**src/rtl/tst_pkg.sv**
```systemverilog
// shared types, constants and the precast saturation for the stability tracker
`default_nettype none

package tst_pkg;

  // window of past samples held in the cell chain
  localparam int unsigned WINDOW_DEPTH = 60;
  localparam int unsigned SAMPLE_W = 16;
  localparam int unsigned COUNT_W = 16;
  localparam int unsigned COEF_W = 20;
  localparam int unsigned CFG_DATA_W = 20;
  localparam int unsigned CFG_IDX_W = 3;

  // counter values that trigger events
  localparam logic [COUNT_W-1:0] START_TIMEOUT = 16'd60;
  localparam logic [COUNT_W-1:0] PRECAST_AT = 16'd51;
  localparam logic [COUNT_W-1:0] COUNT_MAX = 16'hFFFF;

  // taps read before the shift; tap k holds the sample k+1 items back
  // at the precast word the new sample is window entry 50, tap 9 entry 40,
  // tap 19 entry 30 and tap 29 entry 20
  localparam int unsigned TAP_W40 = 9;
  localparam int unsigned TAP_W30 = 19;
  localparam int unsigned TAP_W20 = 29;
  // oldest entry still in the window after the new sample is written
  localparam int unsigned TAP_OLDEST = WINDOW_DEPTH - 2;

  // precast arithmetic widths
  localparam int unsigned DIFF_W = SAMPLE_W + 1;
  localparam int unsigned PROD_W = COEF_W + DIFF_W;
  localparam int unsigned SUM_W = PROD_W + 2;
  localparam int unsigned FRAC_W = 12;

  // register reset values
  localparam logic [15:0] RST_START_THRESHOLD = 16'd3400;
  localparam logic [15:0] RST_STABLE_DELTA = 16'd3;
  localparam logic [15:0] RST_STABLE_START_COUNT = 16'd300;
  localparam logic [15:0] RST_MAX_COUNT = 16'd1800;
  localparam logic [15:0] RST_AFTER_STABLE_COUNT = 16'd180;
  localparam logic signed [COEF_W-1:0] RST_COEF_FIRST = 20'sd38726;
  localparam logic signed [COEF_W-1:0] RST_COEF_SECOND = -20'sd96750;
  localparam logic signed [COEF_W-1:0] RST_COEF_THIRD = 20'sd94251;

  // configuration register indexes
  typedef enum logic [CFG_IDX_W-1:0] {
    REG_START_THRESHOLD    = 3'd0,
    REG_STABLE_DELTA       = 3'd1,
    REG_STABLE_START_COUNT = 3'd2,
    REG_MAX_COUNT          = 3'd3,
    REG_AFTER_STABLE_COUNT = 3'd4,
    REG_COEF_FIRST         = 3'd5,
    REG_COEF_SECOND        = 3'd6,
    REG_COEF_THIRD         = 3'd7
  } reg_idx_e;

  // event codes of a result word
  typedef enum logic [1:0] {
    EV_POWER_OFF = 2'd0,
    EV_PRECAST   = 2'd1,
    EV_STABLE    = 2'd2
  } event_e;

  // thresholds and counts used by the sequencing logic
  typedef struct packed {
    logic [15:0] start_threshold;
    logic [15:0] stable_delta;
    logic [15:0] stable_start_count;
    logic [15:0] max_count;
    logic [15:0] after_stable_count;
  } cfg_t;

  // per-word decision from the sequencing logic
  typedef struct packed {
    logic   shift;
    logic   valid;
    event_e ev;
    logic   pre;
  } step_t;

  // truncate the Q12 sum toward zero and clamp to 0..65535
  function automatic logic [SAMPLE_W-1:0] precast_sat(input logic signed [SUM_W-1:0] t);
    logic [SAMPLE_W-1:0] res;
    res = '0;
    if (t[SUM_W-1] || (t == '0)) begin
      res = '0;
    end else if (|t[SUM_W-2:FRAC_W+SAMPLE_W]) begin
      res = '1;
    end else begin
      res = t[FRAC_W+SAMPLE_W-1:FRAC_W];
    end
    return res;
  endfunction

endpackage

`default_nettype wire

```
**src/rtl/tst_in_if.sv**
```systemverilog
// input channel carrying one temperature sample word
`default_nettype none

interface tst_in_if;
  logic                            valid;
  logic                            ready;
  logic [tst_pkg::SAMPLE_W-1:0]    sample;

  modport source (output valid, output sample, input ready);
  modport sink (input valid, input sample, output ready);
endinterface

`default_nettype wire

```
**src/rtl/tst_out_if.sv**
```systemverilog
// output channel carrying one event word
`default_nettype none

interface tst_out_if;
  logic                            valid;
  logic                            ready;
  logic [1:0]                      event_res;
  logic [tst_pkg::SAMPLE_W-1:0]    predicted_temp;

  modport source (output valid, output event_res, output predicted_temp, input ready);
  modport sink (input valid, input event_res, input predicted_temp, output ready);
endinterface

`default_nettype wire

```
**src/rtl/tst_cell.sv**
```systemverilog
// one window cell: holds a sample and passes it on at every shift
`default_nettype none

module tst_cell (
  input  wire logic                         clk_i,
  input  wire logic                         rst_ni,
  input  wire logic                         shift_i,
  input  wire logic [tst_pkg::SAMPLE_W-1:0] d_i,
  output logic      [tst_pkg::SAMPLE_W-1:0] q_o
);

  logic [tst_pkg::SAMPLE_W-1:0] data_q;
  logic [tst_pkg::SAMPLE_W-1:0] data_d;

  // take the neighbor's sample on a shift
  always_comb begin
    data_d = shift_i ? d_i : data_q;
  end

  // window starts cleared to zero
  always_ff @(posedge clk_i or negedge rst_ni) begin
    if (!rst_ni) begin
      data_q <= '0;
    end else begin
      data_q <= data_d;
    end
  end

  assign q_o = data_q;

endmodule

`default_nettype wire

```
**src/rtl/tst_ctrl.sv**
```systemverilog
// phase sequencing, sample and stability counters, event decision
`default_nettype none

module tst_ctrl (
  input  wire logic                         clk_i,
  input  wire logic                         rst_ni,
  input  wire logic                         accept_i,
  input  wire logic [tst_pkg::SAMPLE_W-1:0] sample_i,
  input  wire logic [tst_pkg::SAMPLE_W-1:0] oldest_i,
  input  wire tst_pkg::cfg_t                cfg_i,
  output tst_pkg::step_t                    step_o
);

  typedef enum logic [1:0] {
    WAIT_COOL  = 2'd0,
    WAIT_START = 2'd1,
    MEASURE    = 2'd2
  } phase_e;

  phase_e                        phase_q, phase_d;
  logic                          stable_q, stable_d;
  logic [tst_pkg::COUNT_W-1:0]   count_q, count_d;
  logic [tst_pkg::COUNT_W-1:0]   scount_q, scount_d;
  logic [tst_pkg::COUNT_W-1:0]   count_inc;
  logic [tst_pkg::COUNT_W-1:0]   scount_inc;
  logic                          warm;
  logic [tst_pkg::SAMPLE_W:0]    rise;
  logic                          rise_ok;
  tst_pkg::step_t                step;

  // saturating increments and the rise over the window
  always_comb begin
    count_inc  = (count_q == tst_pkg::COUNT_MAX) ? count_q : count_q + 16'd1;
    scount_inc = (scount_q == tst_pkg::COUNT_MAX) ? scount_q : scount_q + 16'd1;
    warm       = (sample_i >= cfg_i.start_threshold);
    rise       = {1'b0, sample_i} - {1'b0, oldest_i};
    rise_ok    = !rise[tst_pkg::SAMPLE_W] && (rise[tst_pkg::SAMPLE_W-1:0] <= cfg_i.stable_delta);
  end

  // next state and event for the word on the input
  always_comb begin
    phase_d  = phase_q;
    stable_d = stable_q;
    count_d  = count_q;
    scount_d = scount_q;
    step     = '{shift: 1'b0, valid: 1'b0, ev: tst_pkg::EV_POWER_OFF, pre: 1'b0};
    if (accept_i) begin
      case (phase_q)
        WAIT_COOL: begin
          if (!warm) begin
            phase_d = WAIT_START;
          end
        end
        WAIT_START: begin
          if (warm) begin
            step.shift = 1'b1;
            count_d    = 16'd1;
            phase_d    = MEASURE;
          end else begin
            count_d = count_inc;
            if (count_inc == tst_pkg::START_TIMEOUT) begin
              step.valid = 1'b1;
            end
          end
        end
        MEASURE: begin
          step.shift = 1'b1;
          count_d    = count_inc;
          if (count_inc == tst_pkg::PRECAST_AT) begin
            step.valid = 1'b1;
            step.ev    = tst_pkg::EV_PRECAST;
            step.pre   = 1'b1;
          end else if (count_inc < cfg_i.stable_start_count) begin
            step.valid = 1'b0;
          end else if (count_inc > cfg_i.max_count) begin
            step.valid = 1'b1;
          end else if (!stable_q) begin
            if (rise_ok) begin
              stable_d   = 1'b1;
              scount_d   = 16'd1;
              step.valid = 1'b1;
              step.ev    = tst_pkg::EV_STABLE;
            end
          end else begin
            scount_d = scount_inc;
            if (scount_inc == cfg_i.after_stable_count) begin
              step.valid = 1'b1;
            end
          end
        end
        default: begin
          phase_d = WAIT_COOL;
        end
      endcase
    end
  end

  // state registers
  always_ff @(posedge clk_i or negedge rst_ni) begin
    if (!rst_ni) begin
      phase_q  <= WAIT_COOL;
      stable_q <= 1'b0;
      count_q  <= '0;
      scount_q <= '0;
    end else begin
      phase_q  <= phase_d;
      stable_q <= stable_d;
      count_q  <= count_d;
      scount_q <= scount_d;
    end
  end

  assign step_o = step;

endmodule

`default_nettype wire

```
**src/rtl/thermometer_stability_tracker.sv**
```systemverilog
// top level: config registers, window cell chain, precast pipeline, output register
// Usage:
//   Samples arrive on in_i (valid/ready); a word is taken at a clock edge with
//   valid and ready high. Event words leave on out_o with event_res and
//   predicted_temp; each sample gives zero or one event word.
//   Configuration is written through cfg_we_i / cfg_idx_i / cfg_data_i while
//   no word is in flight; 16-bit registers take the low data bits.
// Timing:
//   The edge that takes a sample registers the three coefficient products; a later
//   edge, once the output register is free, adds them, clamps and loads it. One
//   sample a cycle is taken back to back unless a stall drops in_i.ready; the window
//   is a chain of 60 cells that shifts on each sample that starts or is in MEASURE.
// Reset:
//   rst_ni clears phase, counters, window cells and both pipeline stages and
//   restores the register defaults; the block is ready in the cycle after.
// Stall:
//   while out_o.ready is low the result waits in the output register; samples
//   that give no word keep flowing, one more event word is still taken into
//   the product stage, after which in_i.ready drops.
`default_nettype none

module thermometer_stability_tracker (
  input  wire logic                           clk_i,
  input  wire logic                           rst_ni,
  tst_in_if.sink                              in_i,
  tst_out_if.source                           out_o,
  input  wire logic                           cfg_we_i,
  input  wire logic [tst_pkg::CFG_IDX_W-1:0]  cfg_idx_i,
  input  wire logic [tst_pkg::CFG_DATA_W-1:0] cfg_data_i
);

  localparam int unsigned SW = tst_pkg::SAMPLE_W;

  tst_pkg::cfg_t                          cfg_q;
  logic signed [tst_pkg::COEF_W-1:0]      coef1_q, coef2_q, coef3_q;
  logic                                   accept;
  tst_pkg::step_t                         step;
  logic [SW-1:0]                          tap [tst_pkg::WINDOW_DEPTH];

  logic signed [tst_pkg::DIFF_W-1:0]      diff1, diff2, diff3;
  logic                                   s1_valid_q;
  tst_pkg::event_e                        s1_ev_q;
  logic                                   s1_pre_q;
  logic signed [tst_pkg::PROD_W-1:0]      p1_q, p2_q, p3_q;
  logic [SW-1:0]                          w50_q;
  logic signed [tst_pkg::SUM_W-1:0]       total;
  logic                                   out_load;
  logic                                   out_valid_q;
  tst_pkg::event_e                        out_ev_q;
  logic [SW-1:0]                          out_temp_q;

  // configuration registers
  always_ff @(posedge clk_i or negedge rst_ni) begin
    if (!rst_ni) begin
      cfg_q.start_threshold    <= tst_pkg::RST_START_THRESHOLD;
      cfg_q.stable_delta       <= tst_pkg::RST_STABLE_DELTA;
      cfg_q.stable_start_count <= tst_pkg::RST_STABLE_START_COUNT;
      cfg_q.max_count          <= tst_pkg::RST_MAX_COUNT;
      cfg_q.after_stable_count <= tst_pkg::RST_AFTER_STABLE_COUNT;
      coef1_q                  <= tst_pkg::RST_COEF_FIRST;
      coef2_q                  <= tst_pkg::RST_COEF_SECOND;
      coef3_q                  <= tst_pkg::RST_COEF_THIRD;
    end else if (cfg_we_i) begin
      case (tst_pkg::reg_idx_e'(cfg_idx_i))
        tst_pkg::REG_START_THRESHOLD:    cfg_q.start_threshold    <= cfg_data_i[15:0];
        tst_pkg::REG_STABLE_DELTA:       cfg_q.stable_delta       <= cfg_data_i[15:0];
        tst_pkg::REG_STABLE_START_COUNT: cfg_q.stable_start_count <= cfg_data_i[15:0];
        tst_pkg::REG_MAX_COUNT:          cfg_q.max_count          <= cfg_data_i[15:0];
        tst_pkg::REG_AFTER_STABLE_COUNT: cfg_q.after_stable_count <= cfg_data_i[15:0];
        tst_pkg::REG_COEF_FIRST:         coef1_q <= $signed(cfg_data_i);
        tst_pkg::REG_COEF_SECOND:        coef2_q <= $signed(cfg_data_i);
        tst_pkg::REG_COEF_THIRD:         coef3_q <= $signed(cfg_data_i);
        default:                         coef1_q <= coef1_q;
      endcase
    end
  end

  // input handshake: the product stage frees up when it is empty or moving on
  assign out_load     = s1_valid_q && (!out_valid_q || out_o.ready);
  assign in_i.ready   = !s1_valid_q || out_load;
  assign accept       = in_i.valid && in_i.ready;

  // sequencing logic
  tst_ctrl u_ctrl (
    .clk_i    (clk_i),
    .rst_ni   (rst_ni),
    .accept_i (accept),
    .sample_i (in_i.sample),
    .oldest_i (tap[tst_pkg::TAP_OLDEST]),
    .cfg_i    (cfg_q),
    .step_o   (step)
  );

  // window: a chain of cells, newest sample enters at cell 0
  for (genvar k = 0; k < tst_pkg::WINDOW_DEPTH; k++) begin : g_cell
    if (k == 0) begin : g_head
      tst_cell u_cell (
        .clk_i   (clk_i),
        .rst_ni  (rst_ni),
        .shift_i (step.shift),
        .d_i     (in_i.sample),
        .q_o     (tap[k])
      );
    end else begin : g_body
      tst_cell u_cell (
        .clk_i   (clk_i),
        .rst_ni  (rst_ni),
        .shift_i (step.shift),
        .d_i     (tap[k-1]),
        .q_o     (tap[k])
      );
    end
  end

  // differences between window entries 20, 30, 40 and 50
  always_comb begin
    diff1 = $signed({1'b0, tap[tst_pkg::TAP_W30]}) - $signed({1'b0, tap[tst_pkg::TAP_W20]});
    diff2 = $signed({1'b0, tap[tst_pkg::TAP_W40]}) - $signed({1'b0, tap[tst_pkg::TAP_W30]});
    diff3 = $signed({1'b0, in_i.sample}) - $signed({1'b0, tap[tst_pkg::TAP_W40]});
  end

  // product stage control
  always_ff @(posedge clk_i or negedge rst_ni) begin
    if (!rst_ni) begin
      s1_valid_q <= 1'b0;
    end else if (accept) begin
      s1_valid_q <= step.valid;
    end else if (out_load) begin
      s1_valid_q <= 1'b0;
    end
  end

  // product stage payload
  always_ff @(posedge clk_i) begin
    if (accept) begin
      s1_ev_q  <= step.ev;
      s1_pre_q <= step.pre;
      p1_q     <= coef1_q * diff1;
      p2_q     <= coef2_q * diff2;
      p3_q     <= coef3_q * diff3;
      w50_q    <= in_i.sample;
    end
  end

  // Q12 sum of the products and the newest sample
  always_comb begin
    total = tst_pkg::SUM_W'(p1_q) + tst_pkg::SUM_W'(p2_q) + tst_pkg::SUM_W'(p3_q)
          + $signed({{(tst_pkg::SUM_W - SW - tst_pkg::FRAC_W){1'b0}}, w50_q,
                     {tst_pkg::FRAC_W{1'b0}}});
  end

  // output register control
  always_ff @(posedge clk_i or negedge rst_ni) begin
    if (!rst_ni) begin
      out_valid_q <= 1'b0;
    end else if (out_load) begin
      out_valid_q <= 1'b1;
    end else if (out_o.ready) begin
      out_valid_q <= 1'b0;
    end
  end

  // output register payload
  always_ff @(posedge clk_i) begin
    if (out_load) begin
      out_ev_q   <= s1_ev_q;
      out_temp_q <= s1_pre_q ? tst_pkg::precast_sat(total) : '0;
    end
  end

  assign out_o.valid          = out_valid_q;
  assign out_o.event_res      = out_ev_q;
  assign out_o.predicted_temp = out_temp_q;

endmodule

`default_nettype wire
```
**src/flat_wrapper.sv**
```systemverilog
// flat-port wrapper written by rule: the top's interface ports become plain ports
module thermometer_stability_tracker_flat 
  (clk_i, rst_ni, cfg_we_i, cfg_idx_i, cfg_data_i, in_i_valid, in_i_sample, in_i_ready, out_o_valid, out_o_event_res, out_o_predicted_temp, out_o_ready);
  tst_in_if in_i_i ();
  tst_out_if out_o_i ();
  input  wire logic clk_i;
  input  wire logic rst_ni;
  input  wire logic cfg_we_i;
  input  wire logic [tst_pkg::CFG_IDX_W-1:0] cfg_idx_i;
  input  wire logic [tst_pkg::CFG_DATA_W-1:0] cfg_data_i;
  input wire logic [$bits(in_i_i.valid)-1:0] in_i_valid;
  input wire logic [$bits(in_i_i.sample)-1:0] in_i_sample;
  output wire logic [$bits(in_i_i.ready)-1:0] in_i_ready;
  output wire logic [$bits(out_o_i.valid)-1:0] out_o_valid;
  output wire logic [$bits(out_o_i.event_res)-1:0] out_o_event_res;
  output wire logic [$bits(out_o_i.predicted_temp)-1:0] out_o_predicted_temp;
  input wire logic [$bits(out_o_i.ready)-1:0] out_o_ready;
  assign in_i_i.valid = in_i_valid;
  assign in_i_i.sample = in_i_sample;
  assign in_i_ready = in_i_i.ready;
  assign out_o_valid = out_o_i.valid;
  assign out_o_event_res = out_o_i.event_res;
  assign out_o_predicted_temp = out_o_i.predicted_temp;
  assign out_o_i.ready = out_o_ready;
  thermometer_stability_tracker u_core (.clk_i(clk_i), .rst_ni(rst_ni), .in_i(in_i_i), .out_o(out_o_i), .cfg_we_i(cfg_we_i), .cfg_idx_i(cfg_idx_i), .cfg_data_i(cfg_data_i));
endmodule
```
**config.mk**
```make
export PLATFORM = sky130hd
export DESIGN_NAME = thermometer_stability_tracker_flat
export DESIGN_NICKNAME = d
export VERILOG_FILES = /design/src/rtl/tst_pkg.sv /design/src/rtl/tst_in_if.sv /design/src/rtl/tst_out_if.sv /design/src/rtl/tst_cell.sv /design/src/rtl/tst_ctrl.sv /design/src/rtl/thermometer_stability_tracker.sv /design/src/flat_wrapper.sv
export SDC_FILE = /design/constraint.sdc
export NUM_CORES = 2
export LEC_CHECK = 0
export BUFFER_PORTS_ARGS = -buffer_cell sky130_fd_sc_hd__buf_4
export CORE_MARGIN = 2
export CORE_UTILIZATION = 35
export DETAILED_ROUTE_END_ITERATION = 8
export SLEW_MARGIN = 5
export SYNTH_ARGS = -nofsm -noshare
export SYNTH_HDL_FRONTEND = slang
export SYNTH_SLANG_ARGS = --single-unit
```
**constraint.sdc**
```tcl
create_clock -name clk_i -period 7.9 [get_ports clk_i]
set_input_delay 0.79 -clock clk_i [delete_from_list [all_inputs] [get_ports clk_i]]
set_output_delay 0.79 -clock clk_i [all_outputs]
set_load 0.01 [all_outputs]
```
======== Yosys cells after proc, flatten, opt, wreduce, memory -nomap -nowiden ========
Index checks and enable logic that the tools add are counted.
word-level totals
  input port bits ......................... 44
  output and inout bits ................... 20
  bits in registers ....................... 1269
operators by class
  multiplexer cells ....................... 32
  add/sub/neg operators ................... 9
  order comparisons ....................... 4
  multiply operators ...................... 3
  reduce and logical (&&, ||, !) cells .... 32
  equality and inequality tests ........... 16
  bitwise gates (word level) .............. 6
operators with widths
  kind                                            count
  multiplier 20 x 17 -> 37 bit                    3
  2-to-1 mux 16 bit                               6
  subtractor 16 x 16 -> 17 bit                    4
  adder 38 x 37 -> 39 bit                         1
  adder 39 x 29 -> 39 bit                         1
  logical NOT 39 bit                              1
  adder 37 x 37 -> 38 bit                         1
  adder 16 x 1 -> 16 bit, second input constant   2
  == test 16 bit, second input constant           2
  == test 16 x 6 -> 1 bit, second input constant  2
  one-hot mux 16 bit (2 select lines)             1
  AND reduction 2 bit                             10
  == test 16 bit                                  1
  >= comparator 16 bit                            1
  > comparator 16 bit                             1
  <= comparator 16 bit                            1
  < comparator 16 bit                             1
  2-to-1 mux 1 bit                                14
  == test 3 bit, second input constant            4
  2-to-1 mux 2 bit                                5
  OR reduction 10 bit                             1
  2-to-1 mux 3 bit                                3
  nonzero test 2 bit                              4
  == test 3 x 2 -> 1 bit, second input constant   2
  other kinds (18)                                30

======== Longest topological paths before layout ========
  depth after elaboration ................. 11
  gate-level depth with buffers ........... 36
  mapped depth without buffers ............ 35

======== Cells and area by module ========
Synthesis repeated with hierarchy kept, for this count alone.
second synthesis, totals
  cells, all modules ...................... 8119
  area, all modules ....................... 96790.3 um^2
modules (own cells, without submodules)
  module                         times used  cells an instance  area an instance (um^2)
  thermometer_stability_tracker  1           5399               53079.7
  tst_cell                       59          34                 649.4
  tst_ctrl                       1           714                5397.7

======== Least setup slack after synthesis ========
Ideal clock, no wire load.
  kind .................................... input port to flip-flop
  start point ............................. input port in_i_sample[1]
  end point ............................... register u_core.p3_q[36] (netlist bit) (data pin)
  data required time ...................... 7.640 ns
  cell stages on the path ................. 31
  buffers on the path ..................... 1
  setup slack ............................. -0.602 ns
  arrival time ............................ 8.242 ns
  cell sequence ........................... ha_1 nor2b_1 o21ai_1 a211oi_1 o31a_1 o41ai_2 o211ai_1 or4_1 a31oi_1 xnor2_1 clkbuf_1 and2_1 fa_1 fa_1 fa_1 fa_1 fa_1 inv_1 fa_1 inv_1 ha_1 a21o_1 a21oi_1 and3_1 a22oi_1 a21boi_0 a221o_1 a21o_1 a211o_1 a31oi_1 xnor2_1
between the ends
  cells in the longest elaborated chain, start to end .. 2
RTL lines
  what                          RTL line                              source
  start, declared               flat_wrapper.sv:12                    input wire logic [$bits(in_i_i.sample)-1:0] in_i_sample;
  subtractor 16 x 16 -> 17 bit  thermometer_stability_tracker.sv:119  diff3 = $signed({1'b0, in_i.sample}) - $signed({1'b0, tap[tst_pkg::TAP_W40]});
  multiplier 20 x 17 -> 37 bit  thermometer_stability_tracker.sv:140  p3_q <= coef3_q * diff3;
  end signal, assigned          thermometer_stability_tracker.sv:140
  end, declared                 thermometer_stability_tracker.sv:44   logic signed [tst_pkg::PROD_W-1:0] p1_q, p2_q, p3_q;
No other way between the ends.
A chain may end at the register's enable or synchronous reset.

======== Worst setup path in the final report ========
  start point ............................. register u_core.g_cell[19].g_body.u_cell.data_q (netlist bit u_core.g_cell[19].g_body.u_cell.q_o[0])
  end point ............................... register u_core.p2_q[32] (netlist bit) (data pin)
between the ends
  cells in the longest elaborated chain, start to end .. 2
RTL lines
  what                          RTL line                              source
  start, declared               tst_cell.sv:12                        logic [tst_pkg::SAMPLE_W-1:0] data_q;
  start signal, assigned        tst_cell.sv:25                        data_q <= data_d;
  subtractor 16 x 16 -> 17 bit  thermometer_stability_tracker.sv:118  diff2 = $signed({1'b0, tap[tst_pkg::TAP_W40]}) - $signed({1'b0, tap[tst_pkg::TAP_W30]});
  multiplier 20 x 17 -> 37 bit  thermometer_stability_tracker.sv:139  p2_q <= coef2_q * diff2;
  end signal, assigned          thermometer_stability_tracker.sv:139
  end, declared                 thermometer_stability_tracker.sv:44
No other way between the ends.

==> impl_metrics.toml <==
[status]
outcome = "finished with violations"
violations = "setup timing"

[die]
start_util_pct = 35.1
design.core.area_mm2 = 0.262
rows = 188
die_h_um = 517
die_w_um = 517
die_area_mm2 = 0.267
num_io_pins = 64

[routing]
dr_total_vias = 59200
first_pass_iters = 5
routed_wl_um = 228000
ant_nets = 0
drtIter0Drc = 3709
drc = 0
via_per_inst = 4.84
wl_per_cell_um = 18.6

[timing]
worst_slack_ps = -424
worst_pin_slew_ps = 1090
slew_headroom_pct = 27.2
drv_slew = 0
whs_ps = 301
finalCriticalPeriod_ps = 8320
hold_violations = 0
rsz0062_at_grt = "yes"
post-route-period-util_pct = 105
skew_ps = 67.1
fmax_mhz = 120
finalSetupViolations = 26

[place]
gp_congestion = 0.923
io_buffers = 63
place_area_mm2 = 0.101
dp.final_hpwl_um = 173000

[grt]
grt_use_total_pct = 17.1
grt_antenna_before_repair = 18
overflow = 0
grt_pass1_vias = 63000
grt_max_degree = 181
grt_pass1_wl_um = 358000

[critical_path]
crit_slowest_cell = "fa_1"
cp-end-kind = "flop"
worstPathArrival_ps = 8890
start_kind = "flop"
cp_data_required_time_ps = 8470
path_max_fanout = 5
slowest_delay_ps = 560
crit_type = "reg2reg"
crit_top_cell = "fa_1"

[finish]
multi_input_area_mm2 = 0.0548
nets = 10200
final_cell_area_mm2 = 0.108
fillers = 24700
drive_above_1_share_pct = 26.7
syn2layout_area_growth_pct = 17.4
post-route-util_pct = 41.3
seq_area_mm2 = 0.0325

[job]
cap_violations = 0

[synth]
ys_warn_count = 0
yosysSeqAreaShare_pct = 35.3
synth_edf_count = 147
avgSynthCellArea_um2 = 11.4
synthArstFlopShare_pct = 88.4
ys_ff_latch = 1268
netlist_instances = 8040
ys_types = 88
synth_area_mm2 = 0.0920
syn_nets = 9630
synthFlopType = "dfrtp_1"

[clocking]
cts_buffers = 135
clkLatencyLatePin_ps = 800
cts_tree = "yes"
h-tree-depth = 4
root_buffer = "clkbuf_16"
cts_buffer_depth = 3
cts.sinks = 1268
path_clk_slew_ps = 70

[min_path]
hold_path.class = "in2reg"
==> state kept, by name, indices dropped and copies added, names as in the netlist, 20 cells and up <==
signal,cells
u_core.coef3_q,20
u_core.coef2_q,20
u_core.p2_q,37
u_core.p3_q,37
u_core.cfg_q,80
u_core.p1_q,37
u_core.g_cell.g_body.u_cell.q_o,928
u_core.coef1_q,20
==> metrics by stage <==
| stage | worst slack [ps] | instances | setup TNS, ps |
|---|---|---|---|
| final | -424 | 12200 | -4520 |
| after global routing | -730 | 12200 | -14320 |
| after CTS | -303 | 12200 | -2810 |
| after detailed placement | -1170 | 11900 | -31390 |
| after global placement | -1100 | 11900 | -26580 |
| after floorplan | -387 | 8040 | -978 |
==> layout by cell type, fill, tap and decap left out, types with 16 or more instances in the layout <==
master     count
or2_2         16
xnor2_1      133
nor3_1        31
nor2_1       162
buf_12        54
edfxtp_1     147
nand4_1       29
dfrtp_1     1076
ha_4          34
buf_6         33
xor2_1        47
o21ai_2       17
dfstp_2       43
clkbuf_8      26
fa_1        1061
and3_1        27
clkbuf_1      33
fa_2          20
nand2b_1      26
nand2_1      732
ha_1         428
nand3_1       46
nor2b_1      152
and2_1       257
mux2_1        21
inv_1       1278
inv_2         36
clkbuf_16    141
xnor2_2       19
o21ai_1       18
a21oi_1      118
mux2_2       973
o21ai_0      218
o21a_1        54
buf_4        678
a21oi_2       36
a21o_1        78
==> per-layer routing <==
layer | global-route usage [%] | part of all wire [%]
met1 | 23.5 | 45
met2 | 27.1 | 45
met3 | 3.59 | 6.7
met4 | 4.96 | 3.0
met5 | 0 | 0.049
==> cell families after synthesis <==
family | Yosys count | synth area share, %
buf+inv | 1666 | 7.00
simple gates | 1601 | 8.41
fa+ha+maj | 1546 | 29.8
flops | 1268 | 35.3
mux | 1006 | 12.3
compound gates | 744 | 5.12
xor+xnor | 209 | 2.00
==> final timing paths <==
check                                                             from                                endpoint  slack, ps  depth (start not counted)
worst min register to register                       u_core.s1_ev_q[1]               u_core.out_o.event_res[1]        450                          0
worst min-delay path                                       out_o_ready                      u_core.out_o.valid        300                          3
worst max register to register  u_core.g_cell[19].g_body.u_cell.q_o[0]                         u_core.p2_q[32]       -420                         37
worst max-delay path            u_core.g_cell[19].g_body.u_cell.q_o[0]                         u_core.p2_q[32]       -420                         37
min in group asynchronous                                       rst_ni  u_core.g_cell[44].g_body.u_cell.q_o[2]        600                          2
max in group asynchronous                                       rst_ni               u_core.u_ctrl.scount_q[9]       5410                          4
==> Yosys cell counts, types with 13 or more instances <==
library cell / n / area (um2)
xnor2_1: 154 / 1350
nor2_1: 173 / 649
a22o_1: 13 / 114
dfstp_2: 43 / 1130
and3_1: 30 / 188
clkbuf_1: 244 / 916
and2_1: 266 / 1660
a211oi_1: 22 / 165
o21a_1: 55 / 413
xor2_1: 54 / 473
mux2_2: 973 / 11000
buf_4: 20 / 150
inv_1: 1317 / 4940
nand4_1: 29 / 181
a31oi_1: 15 / 93.8
mux2_1: 21 / 236
a21oi_1: 164 / 821
nor2b_1: 163 / 1020
ha_1: 465 / 5820
nand2b_1: 29 / 181
o21ai_0: 248 / 1240
fa_1: 1081 / 21600
o21bai_1: 16 / 120
or2_2: 19 / 119
nand2_1: 745 / 2800
buf_2: 80 / 400
nor3_1: 37 / 185
edfxtp_1: 147 / 4410
dfrtp_1: 1078 / 27000
nand3_1: 49 / 245
a21o_1: 79 / 593
==> timing repair <==
item / in CTS / in global routing
cloned: 3 / 6
setup endpoints to repair: 49 / 47
hold buffers: 1 / 0
pin swaps: 108 / 127
setup buffers: 66 / 42
hold endpoints to repair: 7 / 0
resized for setup: 212 / 174
==> layout make-up <==
class | count | share of cell area, %
clock inverter | 49 | 0.700
antenna | 5 | 0.0116
timing repair buffer | 777 | 6.31
sequential | 1268 | 30.1
tap | 3515 | 4.07
inverter | 1318 | 4.59
clock buffer | 194 | 3.57
multi-input combinational | 5106 | 50.7
==> critical path, delay by kind of cell, from the launching register on <==
family                     cells  cell delay, ps
xor gates and xnor gates       1             160
buffers and inverters          8             820
DFF                            1             390
AOI/OAI and AO/OA             13            2370
adders and majority gates      9            3730
and+or+nand+nor                6             610
Power is not shown: default switching activity piles up to over one toggle a cycle in this logic, so the estimate is an artifact.
